<file path="src/hdl/assert_macros.svh">
// ============================================================================
// assert_macros.svh
// Concurrent assertion helpers shared by the RTL. Empty under synthesis.
// ============================================================================
`ifndef ASSERT_MACROS_SVH
`define ASSERT_MACROS_SVH

`ifndef SYNTHESIS

// property must hold at every clock edge out of reset
`define ASSERT_ALWAYS(lbl, clk, rst_n, expr) \
    lbl: assert property (@(posedge clk) disable iff (!rst_n) (expr)) \
        else $error("assertion failed");

// condition must never be seen at a clock edge out of reset
`define ASSERT_NEVER(lbl, clk, rst_n, expr) \
    lbl: assert property (@(posedge clk) disable iff (!rst_n) !(expr)) \
        else $error("forbidden condition seen");

// antecedent in one cycle implies consequent in the next
`define ASSERT_NEXT(lbl, clk, rst_n, ante, cons) \
    lbl: assert property (@(posedge clk) disable iff (!rst_n) (ante) |=> (cons)) \
        else $error("next-cycle implication failed");

`else

`define ASSERT_ALWAYS(lbl, clk, rst_n, expr)
`define ASSERT_NEVER(lbl, clk, rst_n, expr)
`define ASSERT_NEXT(lbl, clk, rst_n, ante, cons)

`endif

`endif

</file>
<file path="src/hdl/ttib_pkg.sv">
// ============================================================================
// ttib_pkg
// Types and constants of the streaming text-to-integer parser.
// ============================================================================
package ttib_pkg;

    // default sizing
    localparam int VALUE_WIDTH_DEF = 32;
    localparam int MAX_LENGTH_DEF  = 4096;

    // fixed result field widths
    localparam int VALUE_OUT_W = 32;
    localparam int OFFSET_W    = 13;
    localparam int BASE_W      = 6;
    localparam int DIGIT_W     = 6;
    localparam int CH_W        = 8;

    localparam logic [OFFSET_W-1:0] OFFSET_MAX = '1;
    localparam logic [BASE_W-1:0]   BASE_RESET = 6'd10;
    localparam logic [BASE_W-1:0]   BASE_AUTO  = 6'd0;
    localparam logic [BASE_W-1:0]   BASE_ONE   = 6'd1;
    localparam logic [BASE_W-1:0]   BASE_MAX   = 6'd36;
    localparam logic [BASE_W-1:0]   BASE_OCT   = 6'd8;
    localparam logic [BASE_W-1:0]   BASE_DEC   = 6'd10;
    localparam logic [BASE_W-1:0]   BASE_HEX   = 6'd16;

    // character codes
    localparam logic [CH_W-1:0] CH_SPACE = 8'h20;
    localparam logic [CH_W-1:0] CH_TAB   = 8'h09;
    localparam logic [CH_W-1:0] CH_CR    = 8'h0D;
    localparam logic [CH_W-1:0] CH_PLUS  = 8'h2B;
    localparam logic [CH_W-1:0] CH_MINUS = 8'h2D;
    localparam logic [CH_W-1:0] CH_0     = 8'h30;
    localparam logic [CH_W-1:0] CH_9     = 8'h39;
    localparam logic [CH_W-1:0] CH_UA    = 8'h41;
    localparam logic [CH_W-1:0] CH_UZ    = 8'h5A;
    localparam logic [CH_W-1:0] CH_UX    = 8'h58;
    localparam logic [CH_W-1:0] CH_LA    = 8'h61;
    localparam logic [CH_W-1:0] CH_LZ    = 8'h7A;
    localparam logic [CH_W-1:0] CH_LX    = 8'h78;
    localparam logic [CH_W-1:0] LETTER_BIAS = 8'd10;

    // parse phase
    typedef enum logic [2:0] {
        PH_SPACE,
        PH_START,
        PH_ZERO,
        PH_HEX,
        PH_DIGITS,
        PH_DONE
    } t_phase;

    // decoded byte
    typedef struct packed {
        logic               is_space;
        logic               is_sign;
        logic               is_minus;
        logic               is_zero;
        logic               is_x;
        logic               is_alnum;
        logic [DIGIT_W-1:0] digit;
    } t_char;

    // one result item
    typedef struct packed {
        logic                   any_digits;
        logic [OFFSET_W-1:0]    end_offset;
        logic [VALUE_OUT_W-1:0] value;
    } t_result;

endpackage

</file>
<file path="src/hdl/ttib_decode.sv">
// ============================================================================
// ttib_decode
// Classifies one string byte: white space, sign, prefix letters, digit value.
// ============================================================================
module ttib_decode
    import ttib_pkg::*;
(
    input  logic [CH_W-1:0] i_ch,
    output t_char           o_char
);

    logic is_num;
    logic is_low;
    logic is_up;
    logic [CH_W-1:0] dval;

    // character ranges
    assign is_num = (i_ch >= CH_0)  && (i_ch <= CH_9);
    assign is_low = (i_ch >= CH_LA) && (i_ch <= CH_LZ);
    assign is_up  = (i_ch >= CH_UA) && (i_ch <= CH_UZ);

    // digit value, letters either case from ten up
    always_comb begin
        if (is_num) begin
            dval = i_ch - CH_0;
        end else if (is_low) begin
            dval = i_ch - CH_LA + LETTER_BIAS;
        end else begin
            dval = i_ch - CH_UA + LETTER_BIAS;
        end
    end

    always_comb begin
        o_char.is_space = (i_ch == CH_SPACE) || ((i_ch >= CH_TAB) && (i_ch <= CH_CR));
        o_char.is_sign  = (i_ch == CH_PLUS) || (i_ch == CH_MINUS);
        o_char.is_minus = (i_ch == CH_MINUS);
        o_char.is_zero  = (i_ch == CH_0);
        o_char.is_x     = (i_ch == CH_LX) || (i_ch == CH_UX);
        o_char.is_alnum = is_num || is_low || is_up;
        o_char.digit    = dval[DIGIT_W-1:0];
    end

endmodule

</file>
<file path="src/hdl/ttib_parse.sv">
// ============================================================================
// ttib_parse
// Parse state and digit accumulator; one byte per step, result on last byte.
// ============================================================================
module ttib_parse
    import ttib_pkg::*;
#(
    parameter int VALUE_WIDTH = VALUE_WIDTH_DEF,
    parameter int MAX_LENGTH  = MAX_LENGTH_DEF
) (
    input  logic              i_clk,
    input  logic              i_rst_n,
    input  logic              i_step,
    input  logic              i_last,
    input  t_char             i_char,
    input  logic [BASE_W-1:0] i_base,
    output t_result           o_result
);

    localparam int PW = $clog2(MAX_LENGTH + 1);
    localparam int MW = VALUE_WIDTH + BASE_W;
    localparam int CW = (PW > OFFSET_W) ? PW : OFFSET_W;
    localparam logic [PW-1:0] POS_MAX = PW'(MAX_LENGTH);

    t_phase                 r_phase, n_phase;
    logic                   r_neg, n_neg;
    logic [VALUE_WIDTH-1:0] r_acc, n_acc;
    logic [BASE_W-1:0]      r_ab, n_ab;
    logic [PW-1:0]          r_pos, n_pos;
    logic                   r_seen, n_seen;
    logic [PW-1:0]          r_stop, n_stop;

    logic              base_bad;
    logic              auto_base;
    logic              begin_num;
    logic              zero_pref;
    logic [BASE_W-1:0] begin_base;
    logic [BASE_W-1:0] tb;
    logic              digit_ok;
    logic              take;
    logic [MW-1:0]     mac;

    // base checks on the register value
    assign auto_base  = (i_base == BASE_AUTO);
    assign base_bad   = (i_base == BASE_ONE) || (i_base > BASE_MAX);
    assign begin_base = auto_base ? BASE_DEC : i_base;

    // first byte of the number itself
    assign begin_num = ((r_phase == PH_SPACE) && !i_char.is_space && !i_char.is_sign)
                     || (r_phase == PH_START);
    assign zero_pref = begin_num && !base_bad && i_char.is_zero
                     && (auto_base || (i_base == BASE_HEX));

    // digit test against the base in force
    assign tb       = begin_num ? begin_base : r_ab;
    assign digit_ok = i_char.is_alnum && (i_char.digit < tb);
    assign take     = digit_ok && (
                          (begin_num && !base_bad && !zero_pref)
                       || ((r_phase == PH_ZERO) && !i_char.is_x)
                       || (r_phase == PH_HEX)
                       || (r_phase == PH_DIGITS));

    // multiply-add, wraps at VALUE_WIDTH
    assign mac = MW'(r_acc) * MW'(tb) + MW'(i_char.digit);

    // saturating byte position
    assign n_pos = (r_pos < POS_MAX) ? r_pos + PW'(1) : POS_MAX;

    // next phase
    always_comb begin
        n_phase = r_phase;
        unique case (r_phase)
            PH_SPACE: begin
                if (i_char.is_space) begin
                    n_phase = PH_SPACE;
                end else if (i_char.is_sign) begin
                    n_phase = PH_START;
                end else if (base_bad) begin
                    n_phase = PH_DONE;
                end else if (zero_pref) begin
                    n_phase = PH_ZERO;
                end else begin
                    n_phase = digit_ok ? PH_DIGITS : PH_DONE;
                end
            end
            PH_START: begin
                if (base_bad) begin
                    n_phase = PH_DONE;
                end else if (zero_pref) begin
                    n_phase = PH_ZERO;
                end else begin
                    n_phase = digit_ok ? PH_DIGITS : PH_DONE;
                end
            end
            PH_ZERO: begin
                if (i_char.is_x) begin
                    n_phase = PH_HEX;
                end else begin
                    n_phase = digit_ok ? PH_DIGITS : PH_DONE;
                end
            end
            PH_HEX, PH_DIGITS: begin
                n_phase = digit_ok ? PH_DIGITS : PH_DONE;
            end
            default: begin
                n_phase = PH_DONE;
            end
        endcase
    end

    // datapath updates
    always_comb begin
        n_neg  = r_neg;
        n_acc  = r_acc;
        n_ab   = r_ab;
        n_seen = r_seen;
        n_stop = r_stop;
        if ((r_phase == PH_SPACE) && i_char.is_sign) begin
            n_neg = i_char.is_minus;
        end
        if (begin_num && !base_bad) begin
            if (zero_pref) begin
                n_ab = auto_base ? BASE_OCT : BASE_HEX;
            end else begin
                n_ab = begin_base;
            end
        end
        if ((r_phase == PH_ZERO) && i_char.is_x) begin
            n_ab = BASE_HEX;
        end
        if (zero_pref) begin
            n_acc  = '0;
            n_seen = 1'b1;
            n_stop = n_pos;
        end else if (take) begin
            n_acc  = mac[VALUE_WIDTH-1:0];
            n_seen = 1'b1;
            n_stop = n_pos;
        end
    end

    // state registers, cleared after the last byte
    always_ff @(posedge i_clk) begin
        if (!i_rst_n || (i_step && i_last)) begin
            r_phase <= PH_SPACE;
            r_neg   <= 1'b0;
            r_acc   <= '0;
            r_ab    <= '0;
            r_pos   <= '0;
            r_seen  <= 1'b0;
            r_stop  <= '0;
        end else if (i_step) begin
            r_phase <= n_phase;
            r_neg   <= n_neg;
            r_acc   <= n_acc;
            r_ab    <= n_ab;
            r_pos   <= n_pos;
            r_seen  <= n_seen;
            r_stop  <= n_stop;
        end
    end

    // result from the state after this byte
    logic signed [VALUE_WIDTH-1:0] sval;
    logic [CW-1:0]                 stop_w;

    assign sval   = n_neg ? (~n_acc + VALUE_WIDTH'(1)) : n_acc;
    assign stop_w = CW'(n_stop);

    always_comb begin
        o_result.any_digits = n_seen;
        if (n_seen) begin
            o_result.value      = VALUE_OUT_W'(sval);
            o_result.end_offset = (stop_w > CW'(OFFSET_MAX)) ? OFFSET_MAX
                                                             : stop_w[OFFSET_W-1:0];
        end else begin
            o_result.value      = '0;
            o_result.end_offset = '0;
        end
    end

endmodule

</file>
<file path="src/hdl/text_to_integer_with_base_unit.sv">
// ============================================================================
// text_to_integer_with_base_unit
// A byte taken into the input register is parsed as it steps on; a last byte
//   stalls there while a result waits; its result goes to the result register.
// Throughput: one byte per cycle unless stalled; single multiply-add by base.
// Reset: synchronous, active low; parser idle, no result pending, base 10.
// ============================================================================
`include "assert_macros.svh"

module text_to_integer_with_base_unit
    import ttib_pkg::*;
#(
    parameter int VALUE_WIDTH = VALUE_WIDTH_DEF,
    parameter int MAX_LENGTH  = MAX_LENGTH_DEF
) (
    input  logic              i_clk,
    input  logic              i_rst_n,
    // config write
    input  logic              i_cfg_valid,
    output logic              o_cfg_ready,
    input  logic [BASE_W-1:0] i_cfg_data,    // number_base
    // byte stream in
    input  logic              s_axis_tvalid,
    output logic              s_axis_tready,
    input  logic [7:0]        s_axis_tdata,  // [7:0] ch
    input  logic              s_axis_tlast,  // last
    // result stream out
    output logic              m_axis_tvalid,
    input  logic              m_axis_tready,
    output logic [47:0]       m_axis_tdata   // [31:0] value, [44:32] end_offset,
                                             // [45] any_digits, [47:46] zero
);

    logic [BASE_W-1:0] r_base;
    logic              r_in_valid;
    logic [CH_W-1:0]   r_in_ch;
    logic              r_in_last;
    logic              r_out_valid;
    t_result           r_out;
    logic              step;
    t_char             dec;
    t_result           res;

    // base register, always writable
    assign o_cfg_ready = 1'b1;

    always_ff @(posedge i_clk) begin
        if (!i_rst_n) begin
            r_base <= BASE_RESET;
        end else if (i_cfg_valid) begin
            r_base <= i_cfg_data;
        end
    end

    // a byte moves on unless its result would overwrite a waiting one
    assign step          = r_in_valid && (!r_in_last || !r_out_valid || m_axis_tready);
    assign s_axis_tready = !r_in_valid || step;

    // input register
    always_ff @(posedge i_clk) begin
        if (!i_rst_n) begin
            r_in_valid <= 1'b0;
        end else if (s_axis_tready) begin
            r_in_valid <= s_axis_tvalid;
        end
    end

    always_ff @(posedge i_clk) begin
        if (s_axis_tready && s_axis_tvalid) begin
            r_in_ch   <= s_axis_tdata;
            r_in_last <= s_axis_tlast;
        end
    end

    ttib_decode u_decode (
        .i_ch   (r_in_ch),
        .o_char (dec)
    );

    ttib_parse #(
        .VALUE_WIDTH (VALUE_WIDTH),
        .MAX_LENGTH  (MAX_LENGTH)
    ) u_parse (
        .i_clk    (i_clk),
        .i_rst_n  (i_rst_n),
        .i_step   (step),
        .i_last   (r_in_last),
        .i_char   (dec),
        .i_base   (r_base),
        .o_result (res)
    );

    // result register
    always_ff @(posedge i_clk) begin
        if (!i_rst_n) begin
            r_out_valid <= 1'b0;
        end else if (step && r_in_last) begin
            r_out_valid <= 1'b1;
        end else if (m_axis_tready) begin
            r_out_valid <= 1'b0;
        end
    end

    always_ff @(posedge i_clk) begin
        if (step && r_in_last) begin
            r_out <= res;
        end
    end

    assign m_axis_tvalid = r_out_valid;
    assign m_axis_tdata  = {2'b00, r_out.any_digits, r_out.end_offset, r_out.value};

    // checks
    `ASSERT_NEXT(a_last_gives_result, i_clk, i_rst_n, step && r_in_last, r_out_valid)
    `ASSERT_NEVER(a_no_overwrite, i_clk, i_rst_n, step && r_in_last && r_out_valid && !m_axis_tready)
    `ASSERT_ALWAYS(a_empty_is_zero, i_clk, i_rst_n, !r_out_valid || r_out.any_digits || (r_out.value == '0 && r_out.end_offset == '0))

endmodule
</file>
<file path="config.mk">
export PLATFORM = sky130hd
export DESIGN_NAME = text_to_integer_with_base_unit
export DESIGN_NICKNAME = d
export VERILOG_FILES = /design/src/hdl/ttib_pkg.sv /design/src/hdl/ttib_decode.sv /design/src/hdl/ttib_parse.sv /design/src/hdl/text_to_integer_with_base_unit.sv
export VERILOG_INCLUDE_DIRS = /design/src /design/src/hdl
export SDC_FILE = /design/constraint.sdc
export NUM_CORES = 1
export LEC_CHECK = 0
export BUFFER_PORTS_ARGS = -buffer_cell sky130_fd_sc_hd__buf_2
export CAP_MARGIN = 20
export CORE_UTILIZATION = 45
export CTS_CLUSTER_SIZE = 30
export DETAILED_ROUTE_END_ITERATION = 7
export GPL_ROUTABILITY_DRIVEN = 0
export GPL_TIMING_DRIVEN = 0
export MAX_ROUTING_LAYER = met4
export PLACE_DENSITY = 0.59
export SLEW_MARGIN = 25
export SYNTH_ARGS = -nofsm -noshare
export SYNTH_HDL_FRONTEND = slang
export SYNTH_SLANG_ARGS = --single-unit
</file>
<file path="constraint.sdc">
create_clock -name i_clk -period 9.2 [get_ports i_clk]
set_clock_uncertainty 0.2 [all_clocks]
set_input_delay 1.38 -clock i_clk [delete_from_list [all_inputs] [get_ports i_clk]]
set_output_delay 1.38 -clock i_clk [all_outputs]
set_load 0.03 [all_outputs]
</file>
==> results of run 1 <==
## power by group through the flow
stage          clock (uW)  combinational [uW]  sequential [uW]
2_1_floorplan           0                 210              652
3_3_place_gp            0                 318              647
3_5_place_dp            0                 320              647
4_1_cts               678                 328              634
5_1_grt               704                 364              637
6_report              677                 339              635
## layout make-up
class	count	area, sq um	share of cell area [%]
tap	384	480	3.20
timing repair buffer	73	395	2.63
clock buffer	21	483	3.22
sequential	132	3190	21.3
buffer	94	433	2.89
multi-input combinational	1259	9670	64.5
inverter	69	259	1.73
clock inverter	11	87.6	0.584
## cell families (layout without fill, tap and decap cells)
group           after synthesis  in the layout
xor+xnor                     62             62
other cells                   2              3
flops                       132            132
mux                          26             26
simple gates                641            641
fa+ha+maj                   192            192
buf+inv                     165            268
compound gates              335            335
## per-stage QoR
step                      util [%]  instance area [sq um]
after floorplan                  -                  13400
after global placement        49.1                  14300
after detailed placement      49.2                  14300
after CTS                     51.4                  14900
after global routing          51.7                  15000
final                         51.7                  15000
## cells in the final DEF, fill, tap and decap left out, types with 5 or more instances in the layout
master / n
a21oi_1: 126
nor2_1: 126
xnor2_1: 29
nor2b_1: 109
a41oi_1: 6
o31ai_1: 8
nor4_1: 5
o211ai_1: 9
o21ai_0: 41
edfxtp_1: 55
buf_2: 79
buf_1: 7
ha_1: 79
clkbuf_2: 10
o221ai_1: 6
a211oi_1: 14
or3_1: 14
a22oi_1: 6
and3_1: 11
clkbuf_16: 18
fa_1: 112
o21a_1: 10
o21bai_1: 6
mux2i_1: 15
xor2_1: 30
or2_2: 7
dfxtp_1: 77
nand2b_1: 24
nor3_1: 30
a31oi_1: 20
nand2_1: 176
a21o_1: 11
o2111ai_1: 5
a21oi_2: 6
buf_4: 13
and2_1: 59
nand4_1: 12
nand3_1: 36
inv_1: 69
clkbuf_1: 54
## cells in the mapped netlist, drive strengths merged (36+ instances only)
master and n:
a21oi 132, and2 60, clkbuf 68, dfxtp 77, edfxtp 55, fa 112
ha 80, inv 69, nand2 178, nand3 36, nor2 128, nor2b 109
o21ai 47
## layer usage
metal,GRT usage (%),up-vias
li1,-,5561
met1,37.3,5842
met2,46.0,407
met3,3.09,92
met4,9.89,0
met5,-,-
## registers in the layout, summed over array words and instances (netlist names), 3 cells and up
register	flops
u_parse.r_phase	3
u_parse.r_stop	13
u_parse.r_acc	32
r_base	6
u_parse.r_pos	13
r_in_ch	8
m_axis_tdata	46
u_parse.r_ab	6
## timing repair
| item | in CTS | in global routing |
|---|---|---|
| setup buffers | 4 | 3 |
| resized for setup | 17 | 29 |
| endpoints found under the setup margin | 22 | 18 |
| pin swaps | 1 | 2 |
## path summary, 6_finish.rpt
kind,depth (start not counted),slack [ps],startpoint,end
hold / removal,2,260,u_parse.r_stop[6]$_SDFFE_PP0P_,u_parse.r_stop[6]$_SDFFE_PP0P_
hold reg to reg,2,260,u_parse.r_stop[6]$_SDFFE_PP0P_,u_parse.r_stop[6]$_SDFFE_PP0P_
setup / recovery,29,340,r_in_ch[1]$_DFFE_PP_,m_axis_tdata[28]$_SDFFCE_PN0P_
setup reg to reg,29,340,r_in_ch[1]$_DFFE_PP_,m_axis_tdata[28]$_SDFFCE_PN0P_
## worst max-delay path: cells and delay by family (launching register included)
kind | cells | cell delay, ps
AO/OA/AOI/OAI | 8 | 2000
buffers and inverters | 7 | 990
flip-flops | 1 | 500
adder cells (fa/ha/maj) | 6 | 2680
AND/OR/NAND/NOR | 6 | 1440
multiplexers | 2 | 750
==> out/metrics.csv, run 1 <==
metric;value;unit
run status;complete, no violations;
sw frac;32.6;%
Synth warnings;0;
Slowest cell on crit path;fa_1;
DRT antenna net count;0;
Layout Cells excl Fill;2043;
Post-synth EDFFs;55;
Max-Cap Viols;0;
required time of the critical path;9180;ps
Data arrival, critical path;8840;ps
overall routing resource usage;28.5;%
initial antenna violation count;0;
Yosys top cell area share;16.7;%
wire length of the first global-routing pass;65400;um
Combinational Power Share;20.5;%
area grow syn2layout;11.6;%
DP HPWL;32000;um
Worst IR Drop VDD;0.0858;mV
die area;30600;sq um
share of power burned in the clock network;41.0;%
Worst Tran Pin Value;983;ps
Post-CTS Hold Buffers;0;
row count;62;
clock tree buffer depth;2;
Post-route DRC;0;
cell-internal power;1110;uW
CP peak stage delay;550;ps
setup TNS;0;ps
die extent in y;175;um
dpl cells;2006;
main combinational cell family by area after synthesis;simple AND/OR/NAND/NOR gates;
adder-cell share of the synthesized area;24.1;%
pre-CTS setup slack;-770;ps
Post-Syn Area;13400;sq um
Filler Cell Count;2758;
clk sinks;132;
Via density;5.83;
DR pass1 iterations;6;
Congestion Overflow GR;0;
synthesized area per cell;8.64;sq um
vias in the first global route;11900;
PnR Total Power;1650;uW
Placeable Area;29000;sq um
async set or reset register ratio after synthesis;0;%
ys flop type;dfxtp_1;
post-synthesis mux area share;2.09;%
initial core utilization;46.3;%
Compound-Gate Fraction of Synth Area;16.3;%
Routed Wire Length;41400;um
initial detailed-routing violation count;1056;
top post-synthesis cells by area;fa_1, edfxtp_1, dfxtp_1;
Routed WL per cell;20.3;um
routed vias;11900;
CTS HTree Levels;4;
Crit Path Class;flip-flop to flip-flop;
fin crit share;96.3;%
CTS tree;done;
Clock Tree Root;clkbuf_16;
length of routed met2 wiring;19300;um
Leakage Power;0.00623;uW
HP Class;flip-flop to flip-flop;
Crit. End Element;flip-flop;
Worst-path clk slew;70;ps
total I/O pin count;71;
fin worst setup slack;340;ps
CTS Buf Count;17;
post-route minimum period;8860;ps
Final Hold Viols;0;
fraction of layout cells with a size suffix above 1;11.6;%
worst skew pair latency;440;ps
Sw Pwr;539;uW
Mapped Cells;1555;
Synth Area in XOR/XNOR;4.35;%
Metal-1 WL;18100;um
post-synth top area cell;fa_1;
Setup violations, final;0;
Nets;1858;
fmax;0.113;GHz
Critical Path Fanout Max;11;
Power Dens Cells;110;nW/um^2
startpoint types;flip-flop;
DIE WIDTH;175;um
ant diodes;0;
Post-Synth Simple-Gate Area;24.3;%
largest net degree at the start of global routing;49;
I/O Buffers;66;
Seq pwr share;38.5;%
post-synthesis sequential area ratio;23.8;%
final hold slack;256;ps
count of cell types in the netlist;93;
max-slew headroom at the worst pin;34.1;%
synthesized flop and latch total;132;
uppermost layer routed;met4;
DR WL met3;2480;um
max-slew violations;0;
Power figures use the tool's default switching activity.
==> inputs of run 2 (changes only) <==
--- a/config.mk
+++ b/config.mk
@@ -11,10 +11,10 @@
 export CORE_UTILIZATION = 45
 export CTS_CLUSTER_SIZE = 30
 export DETAILED_ROUTE_END_ITERATION = 7
-export GPL_ROUTABILITY_DRIVEN = 0
 export GPL_TIMING_DRIVEN = 0
 export MAX_ROUTING_LAYER = met4
 export PLACE_DENSITY = 0.59
+export REMOVE_ABC_BUFFERS = 1
 export SLEW_MARGIN = 25
 export SYNTH_ARGS = -nofsm -noshare
 export SYNTH_HDL_FRONTEND = slang
==> constraint.sdc (replaced) <==
create_clock -name i_clk -period 9.61 [get_ports i_clk]
set_clock_uncertainty 0.2 [all_clocks]
set_input_delay 1.4415 -clock i_clk [delete_from_list [all_inputs] [get_ports i_clk]]
set_output_delay 1.4415 -clock i_clk [all_outputs]
set_load 0.03 [all_outputs]
==> out/metrics.csv, run 2 (synthesis results as in run 1) <==
metric;value;unit;change
Power Dens Cells;106;nW/um^2;-3.7%
overall routing resource usage;25.2;%;-3.3 points
DR pass1 iterations;7;;+1
initial core utilization;46.3;%;unchanged
Nets;1770;;-4.7%
row count;62;;unchanged
Top Family by Delay on Critical Path;compound AO/OA/AOI/OAI gates;;
Routed Wire Length;36100;um;-13%
post-route minimum period;9170;ps;+308 ps
Crit Path Class;flip-flop to flip-flop;;
wire length of the first global-routing pass;59200;um;-9.5%
CTS tree;done;;
Max-Cap Viols;0;;unchanged
total I/O pin count;71;;unchanged
max-slew headroom at the worst pin;32.2;%;-1.9 points
Largest register FFs;46;;unchanged
Post-route DRC;0;;unchanged
PnR Total Power;1570;uW;-4.9%
worst skew pair latency;430;ps;about the same
area grow syn2layout;10.2;%;
Congestion Overflow GR;0;;unchanged
Layout Cells excl Fill;1955;;-4.3%
pre-CTS setup slack;388;ps;+1160 ps
GP Congestion;0.901;;
HP Class;flip-flop to flip-flop;;
Setup violations, final;0;;unchanged
routed vias;11200;;-5.7%
Data arrival, critical path;9140;ps;+300 ps
commonest non-fill, non-tap cell in the layout;nand2_1;;
vias in the first global route;11100;;-6.8%
CP bufs+invs;4;;-3
Post-CTS Hold Buffers;0;;unchanged
Finished Cell Area;14800;sq um;-1.3%
Critical Path Fanout Max;14;;+3
DP HPWL;26600;um;-17%
startpoint types;flip-flop;;
Crit. End Element;flip-flop;;
setup TNS;0;ps;unchanged
CP peak stage delay;670;ps;+120 ps
Via density;5.74;;-1.4%
fin worst setup slack;442;ps;+102 ps
Placed Area;14200;sq um;-0.39%
Worst Tran Pin Value;1010;ps;+24.1 ps
fmax;0.109;GHz;-3.4%
I/O Buffers;67;;+1.5%
die area;30600;sq um;unchanged
Routed WL per cell;18.4;um;-8.9%
Leakage Power;0.00611;uW;-1.9%
dpl cells;1921;;-4.2%
fraction of layout cells with a size suffix above 1;10.5;%;-1.1 points
ant diodes;0;;unchanged
clk sinks;132;;unchanged
FF-to-FF setup slack;440;ps;+100 ps
DIE WIDTH;175;um;unchanged
initial antenna violation count;0;;unchanged
RSZ-0062 raised after global routing;no;;
Slowest cell on crit path;mux2i_4;;
Final Hold Viols;0;;unchanged
clock tree buffer depth;2;;unchanged
largest net degree at the start of global routing;45;;-8.2%
fin crit share;95.4;%;-0.90 points
Worst-path clk slew;60;ps;about the same
max-slew violations;0;;unchanged
Placeable Area;29000;sq um;unchanged
CTS Buf Count;17;;unchanged
DRT antenna net count;0;;unchanged
CTS HTree Levels;4;;unchanged
die extent in y;175;um;unchanged
run status;complete, no violations;;
Worst IR Drop VDD;0.148;mV;+72%
required time of the critical path;9590;ps;+410 ps
Clock Tree Root;clkbuf_16;;
initial detailed-routing violation count;721;;-32%
commonest non-fill, non-tap cells in the layout;nand2_1, a21oi_1, nor2_1;;
run 2: changes by cell type in the layout (fill, tap and decap cells not counted), sizes merged:
cell | before | now
clkbuf | 85 | 17
inv | 76 | 73
clkinvlp | 0 | 4
buf | 103 | 79
clkinv | 4 | 5
bufinv | 0 | 2
run 2: worst paths after layout:
check / to / start / cells after the start
max: m_axis_tdata[28]$_SDFFCE_PN0P_ / r_in_ch[1]$_DFFE_PP_ / 27
min: u_parse.r_ab[3]$_SDFFE_PP0P_ / u_parse.r_ab[3]$_SDFFE_PP0P_ / 2
max reg2reg: m_axis_tdata[28]$_SDFFCE_PN0P_ / r_in_ch[1]$_DFFE_PP_ / 27
min reg2reg: u_parse.r_ab[3]$_SDFFE_PP0P_ / u_parse.r_ab[3]$_SDFFE_PP0P_ / 2
run 2: metrics by stage:
step	hold WS, ps	util [%]
after floorplan	229	-
after global placement	238	47.7
after detailed placement	245	49.0
after CTS	253	51.0
after global routing	278	51.1
final	255	51.1
run 2: per-layer routing:
| metal | part of all wire [%] | global-route usage (%) | up-vias |
|---|---|---|---|
| li1 | - | - | 5383 |
| met4 | 1.6 | 6.63 | 0 |
| met1 | 47 | 34.0 | 5522 |
| met3 | 5.1 | 3.46 | 31 |
| met2 | 47 | 39.7 | 293 |
| met5 | 0 | - | - |
run 2: power breakdown:
part	internal (uW)	switching, uW
sequential	595	16.6
combinational	105	205
clock	383	266
run 2: layout make-up:
class	instances	area (sq um)
Tap cell	384	480
Sequential cell	132	3190
Multi-Input combinational cell	1259	9700
Clock inverter	15	155
Inverter	69	259
Fill cell	2752	14200
Clock buffer	17	425
Timing Repair Buffer	79	598
run 2: what timing repair did:
| item | in CTS | in global routing |
|---|---|---|
| buffers inserted | 0 | 2 |
| gates resized for setup | 0 | 2 |
| endpoints found under the setup margin | 0 | 4 |
run 2: tightest hold or removal path: stages, from the launching register on:
cell,delay [ps]
dfxtp_1,310
nand2_1,50
a21oi_1,50
